`config.mk`:
```
export PLATFORM = sky130hd
export DESIGN_NAME = line_raster_color_interp
export DESIGN_NICKNAME = d
export VERILOG_FILES = /design/src/hdl/lrci_pkg.sv /design/src/hdl/lrci_ctrl.sv /design/src/hdl/lrci_lerp.sv /design/src/hdl/lrci_datapath.sv /design/src/hdl/line_raster_color_interp.sv
export VERILOG_INCLUDE_DIRS = /design/src /design/src/hdl
export SDC_FILE = /design/constraint.sdc
export NUM_CORES = 1
export LEC_CHECK = 0
export ABC_AREA = 1
export BUFFER_PORTS_ARGS = -buffer_cell sky130_fd_sc_hd__buf_2
export CAP_MARGIN = 20
export CORE_UTILIZATION = 50
export CTS_CLUSTER_SIZE = 16
export DETAILED_ROUTE_END_ITERATION = 10
export PLACE_DENSITY = 0.73
export SYNTH_ARGS = -nofsm -noshare
export SYNTH_HDL_FRONTEND = slang
export SYNTH_SLANG_ARGS = --single-unit
```
`constraint.sdc`:
```
create_clock -name clk -period 15.1 [get_ports clk]
set_input_delay 1.51 -clock clk [delete_from_list [all_inputs] [get_ports clk]]
set_output_delay 1.51 -clock clk [all_outputs]
set_load 0.01 [all_outputs]
```
`src/hdl/line_raster_color_interp_macros.svh`:
```
// Assertion macros for the line rasteriser.
`ifndef LINE_RASTER_COLOR_INTERP_MACROS_SVH
`define LINE_RASTER_COLOR_INTERP_MACROS_SVH
// Check that an antecedent implies a consequent on the next edge.
`define LRCI_ASSERT_NEXT(name, clk, rst, ante, cons, msg) \
  name: assert property (@(posedge clk) disable iff (rst) (ante) |=> (cons)) else $error(msg);
// Check that an antecedent implies a consequent in the same cycle.
`define LRCI_ASSERT_NOW(name, clk, rst, ante, cons, msg) \
  name: assert property (@(posedge clk) disable iff (rst) (ante) |-> (cons)) else $error(msg);
`endif

```
`src/hdl/lrci_pkg.sv`:
```
// Shared types and constants for the line rasteriser.
package lrci_pkg;
  localparam int COORD_BITS = 10;
  localparam int DIM_BITS = 11;
  localparam int CHAN_BITS = 8;
  localparam int CFG_IDX_BITS = 1;

  localparam logic CMD_LOAD = 1'b0;
  localparam logic CMD_STEP = 1'b1;

  localparam logic [CFG_IDX_BITS-1:0] REG_FRAME_WIDTH = 1'b0;
  localparam logic [CFG_IDX_BITS-1:0] REG_FRAME_HEIGHT = 1'b1;

  localparam logic [DIM_BITS-1:0] FRAME_WIDTH_RESET = 11'd640;
  localparam logic [DIM_BITS-1:0] FRAME_HEIGHT_RESET = 11'd480;

  typedef struct packed {
    logic                  command;
    logic [COORD_BITS-1:0] x_start;
    logic [COORD_BITS-1:0] y_start;
    logic [COORD_BITS-1:0] x_end;
    logic [COORD_BITS-1:0] y_end;
    logic [7:0]            red0;
    logic [7:0]            green0;
    logic [7:0]            blue0;
    logic [7:0]            red1;
    logic [7:0]            green1;
    logic [7:0]            blue1;
  } request_t;

  typedef struct packed {
    logic [COORD_BITS-1:0] pixel_x;
    logic [COORD_BITS-1:0] pixel_y;
    logic [7:0]            red;
    logic [7:0]            green;
    logic [7:0]            blue;
    logic                  in_frame;
    logic                  last_pixel;
  } result_t;

  typedef enum logic [1:0] {
    ST_IDLE,
    ST_SETUP,
    ST_ACTIVE
  } state_t;

  // Controller to datapath.
  typedef struct packed {
    logic capture;   // latch endpoints and colours
    logic setup;     // order endpoints and derive deltas
    logic advance;   // emit a pixel and step
  } cmd_t;

  // Datapath to controller.
  typedef struct packed {
    logic degenerate;
    logic last;
    logic busy;      // colour step division still running
  } status_t;
endpackage

```
`src/hdl/lrci_ctrl.sv`:
```
// Controller state machine for the line rasteriser.
module lrci_ctrl (
  input  logic              clk,
  input  logic              rst,
  input  logic              in_valid,
  output logic              in_stall,
  input  logic              in_command,
  output logic              out_valid,
  input  logic              out_stall,
  input  lrci_pkg::status_t status,
  output lrci_pkg::cmd_t    cmd
);
  import lrci_pkg::*;

  state_t state, state_next;
  logic   out_free;
  logic   in_acc;

  assign out_free = !out_valid || !out_stall;
  // Hold requests during setup and colour division; a step waits for room in the output register.
  assign in_stall = (state == ST_SETUP) || status.busy ||
                    (in_command == CMD_STEP && state == ST_ACTIVE && !out_free);
  assign in_acc = in_valid && !in_stall;

  always_comb begin
    state_next = state;
    case (state)
      ST_IDLE: begin
        if (in_acc && in_command == CMD_LOAD) state_next = ST_SETUP;
      end
      ST_SETUP: begin
        state_next = status.degenerate ? ST_IDLE : ST_ACTIVE;
      end
      ST_ACTIVE: begin
        if (in_acc && in_command == CMD_LOAD) state_next = ST_SETUP;
        else if (in_acc && status.last) state_next = ST_IDLE;
      end
      default: state_next = ST_IDLE;
    endcase
  end

  always_comb begin
    cmd = '0;
    case (state)
      ST_IDLE: begin
        cmd.capture = in_acc && in_command == CMD_LOAD;
      end
      ST_SETUP: begin
        cmd.setup = 1'b1;
      end
      ST_ACTIVE: begin
        cmd.capture = in_acc && in_command == CMD_LOAD;
        cmd.advance = in_acc && in_command == CMD_STEP;
      end
      default: cmd = '0;
    endcase
  end

  always_ff @(posedge clk) begin
    if (rst) begin
      state <= ST_IDLE;
      out_valid <= 1'b0;
    end else begin
      state <= state_next;
      if (cmd.advance) out_valid <= 1'b1;
      else if (!out_stall) out_valid <= 1'b0;
    end
  end
endmodule

```
`src/hdl/lrci_lerp.sv`:
```
// Colour channel interpolator: serial step division at line start, then running quotient and remainder.
module lrci_lerp (
  input  logic                            clk,
  input  logic                            rst,
  input  logic                            init,
  input  logic                            advance,
  input  logic [7:0]                      from,
  input  logic [7:0]                      to,
  input  logic [lrci_pkg::COORD_BITS-1:0] delta,
  output logic [7:0]                      value,
  output logic                            busy
);
  import lrci_pkg::*;

  // q = floor(|to-from|*k/delta) and r the matching remainder; a falling channel
  // subtracts q and one more when r is non-zero, which rounds towards minus infinity.
  logic [8:0]            diff_mag;
  logic                  neg;
  logic [3:0]            div_count;
  logic [8:0]            div_bits;
  logic [8:0]            step_q;    // floor(|diff| / delta) is at most 255
  logic [COORD_BITS-1:0] step_r;
  logic [COORD_BITS:0]   delta_w;
  logic [COORD_BITS:0]   trial;
  logic [COORD_BITS:0]   trial_minus;
  logic [8:0]            q;
  logic [COORD_BITS-1:0] r;
  logic [COORD_BITS:0]   r_sum;
  logic [COORD_BITS:0]   r_wrap;
  logic                  carry;
  logic                  round_up;

  assign delta_w = {1'b0, delta};
  assign neg = to < from;
  assign diff_mag = neg ? {1'b0, from} - {1'b0, to} : {1'b0, to} - {1'b0, from};

  // One restoring division bit per cycle, most significant bit first.
  assign trial = {step_r, div_bits[8]};
  assign trial_minus = trial - delta_w;

  assign r_sum = {1'b0, r} + {1'b0, step_r};
  assign carry = r_sum >= delta_w;
  assign r_wrap = r_sum - delta_w;

  always_ff @(posedge clk) begin
    if (rst) begin
      div_count <= '0;
      div_bits <= '0;
      step_q <= '0;
      step_r <= '0;
      q <= '0;
      r <= '0;
    end else if (init) begin
      div_count <= 4'd9;
      div_bits <= diff_mag;
      step_q <= '0;
      step_r <= '0;
      q <= '0;
      r <= '0;
    end else if (div_count != 4'd0) begin
      div_bits <= {div_bits[7:0], 1'b0};
      if (trial >= delta_w) begin
        step_r <= trial_minus[COORD_BITS-1:0];
        step_q <= {step_q[7:0], 1'b1};
      end else begin
        step_r <= trial[COORD_BITS-1:0];
        step_q <= {step_q[7:0], 1'b0};
      end
      div_count <= div_count - 4'd1;
    end else if (advance) begin
      q <= q + step_q + {8'd0, carry};
      r <= carry ? r_wrap[COORD_BITS-1:0] : r_sum[COORD_BITS-1:0];
    end
  end

  assign busy = init || (div_count != 4'd0);
  assign round_up = neg && (r != '0);
  assign value = neg ? from - q[7:0] - {7'd0, round_up} : from + q[7:0];
endmodule

```
`src/hdl/lrci_datapath.sv`:
```
// Datapath of the line rasteriser: endpoint setup, Bresenham step, colours.
module lrci_datapath (
  input  logic                          clk,
  input  logic                          rst,
  input  lrci_pkg::cmd_t                cmd,
  input  lrci_pkg::request_t            req,
  input  logic [lrci_pkg::DIM_BITS-1:0] frame_width,
  input  logic [lrci_pkg::DIM_BITS-1:0] frame_height,
  input  logic                          out_load,
  output lrci_pkg::status_t             status,
  output lrci_pkg::result_t             result
);
  import lrci_pkg::*;

  localparam int CB = COORD_BITS;
  localparam int EB = CB + 3;

  logic [CB-1:0] xs, ys, xe, ye;
  logic [23:0]   c0, c1;
  logic          steep;
  logic [CB-1:0] major_pos, major_stop, minor_pos, major_delta, minor_delta;
  logic          minor_down;
  logic signed [EB-1:0] step_error;
  logic [23:0]   color_from, color_to;
  logic          lerp_init;
  logic          busy_r, busy_g, busy_b;

  logic [CB-1:0] adx, ady, ma0, mi0, ma1, mi1, sma0, smi0, sma1, smi1;
  logic          s_steep;

  assign adx = (xe > xs) ? xe - xs : xs - xe;
  assign ady = (ye > ys) ? ye - ys : ys - ye;
  assign s_steep = ady > adx;
  assign ma0 = s_steep ? ys : xs;
  assign mi0 = s_steep ? xs : ys;
  assign ma1 = s_steep ? ye : xe;
  assign mi1 = s_steep ? xe : ye;
  assign sma0 = (ma0 > ma1) ? ma1 : ma0;
  assign smi0 = (ma0 > ma1) ? mi1 : mi0;
  assign sma1 = (ma0 > ma1) ? ma0 : ma1;
  assign smi1 = (ma0 > ma1) ? mi0 : mi1;

  assign status.degenerate = (sma1 == sma0);
  assign status.last = (major_pos + CB'(1)) == major_stop;
  assign status.busy = busy_r || busy_g || busy_b;

  logic [CB-1:0] px, py;
  logic signed [EB-1:0] err_sub;
  logic [7:0] r_v, g_v, b_v;

  assign px = steep ? minor_pos : major_pos;
  assign py = steep ? major_pos : minor_pos;
  assign err_sub = step_error - $signed({2'b00, minor_delta, 1'b0});

  // Start the colour division once the setup registers hold the new line.
  always_ff @(posedge clk) begin
    if (rst) lerp_init <= 1'b0;
    else lerp_init <= cmd.setup;
  end

  always_ff @(posedge clk) begin
    if (cmd.capture) begin
      xs <= req.x_start;
      ys <= req.y_start;
      xe <= req.x_end;
      ye <= req.y_end;
      c0 <= {req.red0, req.green0, req.blue0};
      c1 <= {req.red1, req.green1, req.blue1};
    end
    if (cmd.setup) begin
      steep <= s_steep;
      color_from <= s_steep ? c1 : c0;
      color_to <= s_steep ? c0 : c1;
      major_pos <= sma0;
      major_stop <= sma1;
      minor_pos <= smi0;
      minor_down <= smi0 > smi1;
      major_delta <= sma1 - sma0;
      minor_delta <= (smi0 > smi1) ? smi0 - smi1 : smi1 - smi0;
      step_error <= $signed({3'b000, sma1 - sma0});
    end
    if (cmd.advance) begin
      if (err_sub < 0) begin
        minor_pos <= minor_down ? minor_pos - CB'(1) : minor_pos + CB'(1);
        step_error <= err_sub + $signed({2'b00, major_delta, 1'b0});
      end else begin
        step_error <= err_sub;
      end
      major_pos <= major_pos + CB'(1);
    end
    if (out_load) begin
      result.pixel_x <= px;
      result.pixel_y <= py;
      result.red <= r_v;
      result.green <= g_v;
      result.blue <= b_v;
      result.in_frame <= ({1'b0, px} < frame_width) && ({1'b0, py} < frame_height);
      result.last_pixel <= status.last;
    end
  end

  lrci_lerp u_red (
    .clk(clk), .rst(rst), .init(lerp_init), .advance(cmd.advance),
    .from(color_from[23:16]), .to(color_to[23:16]), .delta(major_delta), .value(r_v),
    .busy(busy_r)
  );
  lrci_lerp u_green (
    .clk(clk), .rst(rst), .init(lerp_init), .advance(cmd.advance),
    .from(color_from[15:8]), .to(color_to[15:8]), .delta(major_delta), .value(g_v),
    .busy(busy_g)
  );
  lrci_lerp u_blue (
    .clk(clk), .rst(rst), .init(lerp_init), .advance(cmd.advance),
    .from(color_from[7:0]), .to(color_to[7:0]), .delta(major_delta), .value(b_v),
    .busy(busy_b)
  );
endmodule

```
`src/hdl/line_raster_color_interp.sv`:
```
// Line rasteriser with Bresenham stepping and per-channel colour interpolation.
// A load request stalls the input through the setup state, the division start and the
//   serial step division, which the three colour channels run in parallel.
// One pixel per cycle once set up and unstalled; a step's pixel is out the next cycle.
// Colour runs as a running quotient and remainder per channel, no divider in the loop.
// Reset: synchronous, active high; clears control, frame size to 640 by 480.
module line_raster_color_interp (
  input  logic                                clk,
  input  logic                                rst,
  input  logic                                in_valid,
  output logic                                in_stall,
  input  lrci_pkg::request_t                  in_data,
  output logic                                out_valid,
  input  logic                                out_stall,
  output lrci_pkg::result_t                   out_data,
  input  logic                                cfg_write,
  input  logic [lrci_pkg::CFG_IDX_BITS-1:0]   cfg_index,
  input  logic [lrci_pkg::DIM_BITS-1:0]       cfg_data
);
  import lrci_pkg::*;
  `include "line_raster_color_interp_macros.svh"

  logic [DIM_BITS-1:0] frame_width, frame_height;
  cmd_t    cmd;
  status_t status;

  // Frame registers: the user must write them only while idle; the block does not enforce it.
  always_ff @(posedge clk) begin
    if (rst) begin
      frame_width <= FRAME_WIDTH_RESET;
      frame_height <= FRAME_HEIGHT_RESET;
    end else if (cfg_write) begin
      case (cfg_index)
        REG_FRAME_WIDTH:  frame_width <= cfg_data;
        REG_FRAME_HEIGHT: frame_height <= cfg_data;
        default: ;
      endcase
    end
  end

  lrci_ctrl u_ctrl (
    .clk(clk), .rst(rst), .in_valid(in_valid), .in_stall(in_stall),
    .in_command(in_data.command), .out_valid(out_valid), .out_stall(out_stall),
    .status(status), .cmd(cmd)
  );

  // Load the output register on each pixel step.
  lrci_datapath u_dp (
    .clk(clk), .rst(rst), .cmd(cmd), .req(in_data), .frame_width(frame_width),
    .frame_height(frame_height), .out_load(cmd.advance), .status(status), .result(out_data)
  );

  `LRCI_ASSERT_NEXT(a_step_gives_pixel, clk, rst, cmd.advance, out_valid, "step lost its pixel")
  `LRCI_ASSERT_NOW(a_no_double_cmd, clk, rst, cmd.setup, !cmd.advance && !cmd.capture, "setup overlaps")
  `LRCI_ASSERT_NEXT(a_setup_stalls, clk, rst, cmd.capture, in_stall, "setup not stalled")
endmodule

```
==> flow_summary_export.csv, run 1 <==
group,metric,value,unit
run_status,outcome,"complete, no violations",
clock_tree,cts_made_buffers,49,
synth,synth_seq_cells,419,
synth,syn_inst,3611,
timing,hold-worst-slack,459.8,ps
route,wl_per_cell,15.83,um
setup_path,startpoint_type,"register",
route,drc_errors,0,
pwr,ir_drop,0.1714,mV
setup_path,cp-end-kind,"register",
timing,rsz0062_at_grt,"no",
floorplan,dieArea,0.05993,mm2
timing,worst_pin_slew,1028,ps
floorplan,pin_count,154,
global_routing,antenna_found_initial,3,
cells_and_area,drive_gt1_frac,0.08362,
synth,ys_warn_count,0,
setup_path,critPathKind,"register to register",
global_routing,grt_max_degree,103,
cells_and_area,syn2layout_area_growth,10.39,%
cells_and_area,num_antenna_cells,0,
run,maxCapViolCount,0,
timing,clock_skew,38.34,ps
clock_tree,clk_pin_slew_worst_paths,60,ps
timing,setup_viol,0,
route,wirelength,71950,um
timing,fmax,100.8,MHz
floorplan,core,0.05803,mm2
clock_tree,insertion_delay,620,ps
synth,yosysSeqAreaShare,0.3647,
pwr,power.internal,0.003248,W
global_routing,use_met3,0.03389,
timing,fin_crit_sh,0.6569,
setup_path,worstPathArrival,10280,ps
place,post-dp-hpwl,54240,um
global_routing,busiest_layer,"met2",
clock_tree,cts_setup_buffers,0,
clock_tree,cts-root-buf,"clkbuf_16",
clock_tree,cts_buffer_depth,3,
synth,syn_avg_cell_area,8.163,um2
setup_path,path_max_fanout,102,
route,dr.pass1.iters,6,
pwr,leakage,15.01,nW
synth,synth.distinct_cells,64,
global_routing,grt.overflow.total,0,
pwr,p_per_area,182.6,mW/mm2
clock_tree,h-tree-depth,2,
global_routing,grt_use_met1,0.3431,
setup_path,crit_top_cell,"nand2_1",
global_routing,gr-usage-met2,0.3744,
route,drt-vias-per-instance,5.351,
synth,synth-edff-count,236,
pwr,seq_power_share,0.265,
clock_tree,hold_buffers,0,
timing,max-slew-margin-rel,0.3129,
route,antenna_left,0,
pwr,netSwitchingFraction,0.4535,
route,drt_iter0_markers,1844,
setup_path,max_stage_delay,710,ps
timing,timing.setup.tns,0,ps
place,gp_congestion,0.9686,
clock_tree,cts_tree,"done",
pwr,clockPowerShare,0.195,
setup_path,cp.required,15460,ps
synth,synth_nets,4095,
synth,synth-main-ff-cell,"edfxtp_1",
pwr,netSwitchingPower,0.002696,W
synth,syn_area,0.02948,mm2
pwr,p_comb_frac,0.540,
clock_tree,cts.sinks,419,
cells_and_area,final_nets,4223,
min_path,hold_class,"register to register",
route,vias,24310,
clock_tree,postCtsResizedCells,0,
setup_path,slowest_stage,"buf_4",
synth,async_flop_share,0,
place,port-buffer-count,153,
timing,period_needed,9919,ps
floorplan,die_y,244.8,um
cells_and_area,final_cell_mix,"nand2_1, inv_1, o21ai_0, ha_1, a21oi_1",
timing,finalMaxSlewViolations,0,
timing,hold_viol_final,0,
global_routing,grt_pass1_vias,22700,
floorplan,start_util,0.5080,
floorplan,die_x,244.8,um
global_routing,grt_use_total,0.2389,
cells_and_area,final_common_cell,"nand2_1",
global_routing,grt_pass1_wl,115800,um
floorplan,fp-row-count,88,
==> sequential cells by signal, summed over array words and instances, names as in the netlist, 11 cells and up <==
| name | cells |
|---|---|
| u_dp.color_from | 24 |
| u_dp.color_to | 24 |
| frame_width | 11 |
| u_dp.c1 | 24 |
| u_dp.result | 46 |
| u_dp.c0 | 24 |
| frame_height | 11 |
| u_dp.step_error | 12 |
==> through the flow <==
step	instance area, um2	utilization	total power (W)	instances	setup WS (ps)
final	32540	0.5608	0.005943	4544	5181
after global routing	32540	0.5608	0.006423	4544	4004
after CTS	32540	0.5608	0.005927	4544	5190
after detailed placement	30970	0.5337	0.004748	4453	5182
after global placement	30970	0.5337	0.004706	4453	5489
after floorplan	29480	-	0.004031	3611	6617
==> area by class of cell <==
type                            count  area, um2
Clock buffer                       65       1316
Clock inverter                     26      251.5
Fill cell                        5201      25490
Inverter                          543       2038
Multi-Input combinational cell   2553      16310
Sequential cell                   419      10750
Tap cell                          765      957.2
Timing Repair Buffer              173      915.9
==> critical path, delay by kind of cell, from the launching register on <==
kind / cells / cell delay, ps
compound gates: 14 / 3160
fa+ha+maj: 5 / 1710
flops: 1 / 410
xor+xnor: 2 / 320
buf+inv: 8 / 1550
simple gates: 15 / 2430
==> power by group through the flow <==
stage / sequential (W) / combinational (W) / clock, W
3_3_place_gp: 0.00159 / 0.00311 / 0
4_1_cts: 0.00157 / 0.00317 / 0.00118
5_1_grt: 0.00159 / 0.00361 / 0.00123
2_1_floorplan: 0.00157 / 0.00246 / 0
3_5_place_dp: 0.00160 / 0.00315 / 0
6_report: 0.00158 / 0.00321 / 0.00116
==> logic make-up after synthesis <==
| family | Yosys count | synth area share |
|---|---|---|
| muxes | 13 | 0.004414 |
| xor gates and xnor gates | 163 | 0.04920 |
| adders and majority gates | 378 | 0.1704 |
| buffers and inverters | 639 | 0.08303 |
| DFF | 419 | 0.3647 |
| AOI/OAI and AO/OA | 919 | 0.1742 |
| and+or+nand+nor | 1080 | 0.1541 |
==> per-layer routing <==
layer / wire, um / part of all wire
met1: 34540 / 0.48
met2: 31500 / 0.44
met3: 4289 / 0.060
met4: 1589 / 0.022
met5: 40 / 0.00056
==> synthesized netlist by cell type, types with 15 or more instances <==
| cell | instances | area (um2) |
|---|---|---|
| a21oi_1 | 324 | 1622 |
| a31oi_1 | 19 | 118.9 |
| clkbuf_1 | 73 | 274.0 |
| dfxtp_1 | 183 | 3664 |
| edfxtp_1 | 236 | 7087 |
| fa_1 | 39 | 780.8 |
| ha_1 | 339 | 4242 |
| inv_1 | 534 | 2004 |
| nand2_1 | 670 | 2515 |
| nand3_1 | 111 | 555.5 |
| nor2_1 | 195 | 732.0 |
| nor3_1 | 21 | 105.1 |
| o211ai_1 | 40 | 300.3 |
| o21ai_0 | 350 | 1752 |
| o21ai_1 | 30 | 150.1 |
| o221ai_1 | 15 | 131.4 |
| o22ai_1 | 41 | 256.5 |
| o31ai_1 | 20 | 150.1 |
| or2_2 | 16 | 100.1 |
| xnor2_1 | 62 | 543.0 |
| xor2_1 | 98 | 858.3 |
==> worst paths after layout <==
path / cells past startpoint / startpoint / to / slack, ps
worst min-delay path: 2 / frame_width[5] / frame_width[5] / 460
worst min register to register: 2 / frame_width[5] / frame_width[5] / 460
worst max-delay path: 44 / u_dp.xe[0] / u_dp.minor_delta[6] / 5180
worst max register to register: 44 / u_dp.xe[0] / u_dp.minor_delta[6] / 5180
No activity file was read; power rests on OpenSTA's default activity.
==> run 2, diff against run 1 <==
- PLACE_DENSITY: 0.73 -> 0.76
- clock period: 15.1 -> 9.1 ns (I/O delays scaled with it)
==> run 2 against run 1 <==
  * Sequential cell count did not move
  * Fmax rose by 20%
  * Combinational power rose by 67%
  * Final cell count did not move
  * Sequential share of layout area fell by 0.057 points
  * Clock skew fell by 13 ps
==> flow_summary_export.csv, run 2 (synthesis results as in run 1) <==
group,metric,value,unit
cells_and_area,syn2layout_area_growth,10.58,%
timing,max-slew-margin-rel,0.3347,
global_routing,grt_use_total,0.2393,
route,drt_iter0_markers,2005,
timing,clock_skew,25.65,ps
clock_tree,cts-root-buf,"clkbuf_16",
pwr,p_comb_frac,0.542,
timing,setup_ws,862.9,ps
cells_and_area,fin_area,0.03260,mm2
cells_and_area,fin_cells,4544,
place,dp_cells,4456,
pwr,ir_drop,0.2500,mV
cells_and_area,fin_util,0.5617,
global_routing,antenna_found_initial,2,
global_routing,busiest_layer,"met2",
floorplan,pin_count,154,
timing,worst_pin_slew,995.5,ps
setup_path,path_max_fanout,26,
cells_and_area,final_nets,4226,
route,drt-vias-per-instance,5.394,
cells_and_area,final_common_cell,"nand2_1",
route,vias,24510,
place,post-dp-hpwl,54360,um
setup_path,cp-end-kind,"register",
route,dr.pass1.iters,7,
min_path,hold_class,"register to register",
run,maxCapViolCount,0,
pwr,leakage,15.04,nW
cells_and_area,top_register,"u_dp.result",
clock_tree,cts_made_buffers,47,
setup_path,cp.required,9440,ps
cells_and_area,fillCellCount,5172,
pwr,netSwitchingFraction,0.4501,
place,gp_congestion,0.9343,
route,wl_per_cell,15.85,um
clock_tree,insertion_delay,610,ps
pwr,p_per_area,303.8,mW/mm2
timing,setup_viol,0,
floorplan,core,0.05803,mm2
clock_tree,cts_tree,"done",
timing,period_needed,8237,ps
floorplan,die_y,244.8,um
floorplan,fp-row-count,88,
setup_path,worstPathArrival,8580,ps
clock_tree,clk_pin_slew_worst_paths,60,ps
setup_path,slowest_stage,"fa_1",
global_routing,grt_use_met1,0.3407,
pwr,power.internal,0.005445,W
floorplan,dieArea,0.05993,mm2
global_routing,grt_max_degree,64,
global_routing,gr-usage-met2,0.3759,
route,antenna_left,0,
floorplan,die_x,244.8,um
clock_tree,cts.sinks,419,
floorplan,start_util,0.5080,
place,port-buffer-count,153,
cells_and_area,largest_reg_flops,46,
clock_tree,h-tree-depth,2,
pwr,seq_power_share,0.264,
pwr,netSwitchingPower,0.004457,W
place,placed_cell_area,0.03099,mm2
timing,hold_viol_final,0,
timing,finalMaxSlewViolations,0,
timing,fin_crit_sh,0.9052,
run_status,outcome,"complete, no violations",
cells_and_area,drive_gt1_frac,0.08497,
place,pre_cts_slack,266.7,ps
route,drc_errors,0,
clock_tree,cts_setup_buffers,0,
timing,fmax,121.4,MHz
setup_path,critPathKind,"register to register",
clock_tree,hold_buffers,0,
pwr,clockPowerShare,0.193,
setup_path,startpoint_type,"register",
global_routing,grt.overflow.total,0,
cells_and_area,final_cell_mix,"nand2_1, inv_1, o21ai_0, ha_1, a21oi_1",
global_routing,grt_pass1_wl,115900,um
route,wirelength,72020,um
clock_tree,postCtsResizedCells,0,
setup_path,cp_top_family,"simple AND/OR/NAND/NOR gates",
setup_path,worst-path-buf-inv,9,
setup_path,max_stage_delay,440,ps
global_routing,grt_pass1_vias,22970,
global_routing,use_met3,0.03488,
clock_tree,cts_buffer_depth,3,
==> run 2: cell types whose count changed in the layout (fill, tap and decap cells not counted), sizes merged <==
cell	previous run	this run
buf	173	177
bufinv	2	3
clkbuf	65	66
clkinv	21	16
clkinvlp	3	2
diode	0	1
inv	543	541
nand2	686	687
==> run 2: worst reg2reg max path: cells and delay by family, from the launching register on <==
kind	cells	cell delay, ps
flip-flops	1	420
AO/OA/AOI/OAI	14	2290
buffers and inverters	9	800
AND/OR/NAND/NOR	19	2470
adder cells (fa/ha/maj)	5	1770
XOR/XNOR	2	260
==> run 2: final timing paths <==
path / startpoint / end / slack [ps] / cells past startpoint
worst max-delay path: u_dp.ye[0] / u_dp.minor_delta[6] / 860 / 49
worst min-delay path: frame_width[0] / frame_width[0] / 460 / 2
worst max register to register: u_dp.ye[0] / u_dp.minor_delta[6] / 860 / 49
worst min register to register: frame_width[0] / frame_width[0] / 460 / 2
==> run 2: power by group through the flow <==
stage / logic (W) / registers (W) / clock network, W
2_1_floorplan: 0.00408 / 0.00261 / 0
3_3_place_gp: 0.00518 / 0.00265 / 0
3_5_place_dp: 0.00525 / 0.00265 / 0
4_1_cts: 0.00528 / 0.00262 / 0.00195
5_1_grt: 0.00604 / 0.00264 / 0.00203
6_report: 0.00537 / 0.00262 / 0.00192
==> run 2: per-layer routing <==
layer  routed length, um  up-vias
met5                   0        -
met4                1892        0
met3                4696      117
met2               31770      685
met1               33660    11260
li1                    -    12450
==> run 2: final cells by class <==
cell class / count / area, um2 / area share
well taps: 765 / 957.2 / 0.02937
multi-input cells: 2554 / 16340 / 0.5013
inverters: 543 / 2038 / 0.06253
diodes: 1 / 2.502 / 0.00007677
clock buffers: 66 / 1329 / 0.04077
flip-flops and latches: 419 / 10750 / 0.3298
clock inverters: 19 / 209.0 / 0.006410
repair buffers: 177 / 969.7 / 0.02975
==> run 2: stage by stage <==
step	total power (W)	hold slack (ps)	setup TNS, ps
final	0.009902	455.5	0
after detailed placement	0.007904	446.2	0
after CTS	0.009849	442.5	0
after global routing	0.01070	447.8	-5.067
after floorplan	0.006688	429.9	0
after global placement	0.007830	441.5	0
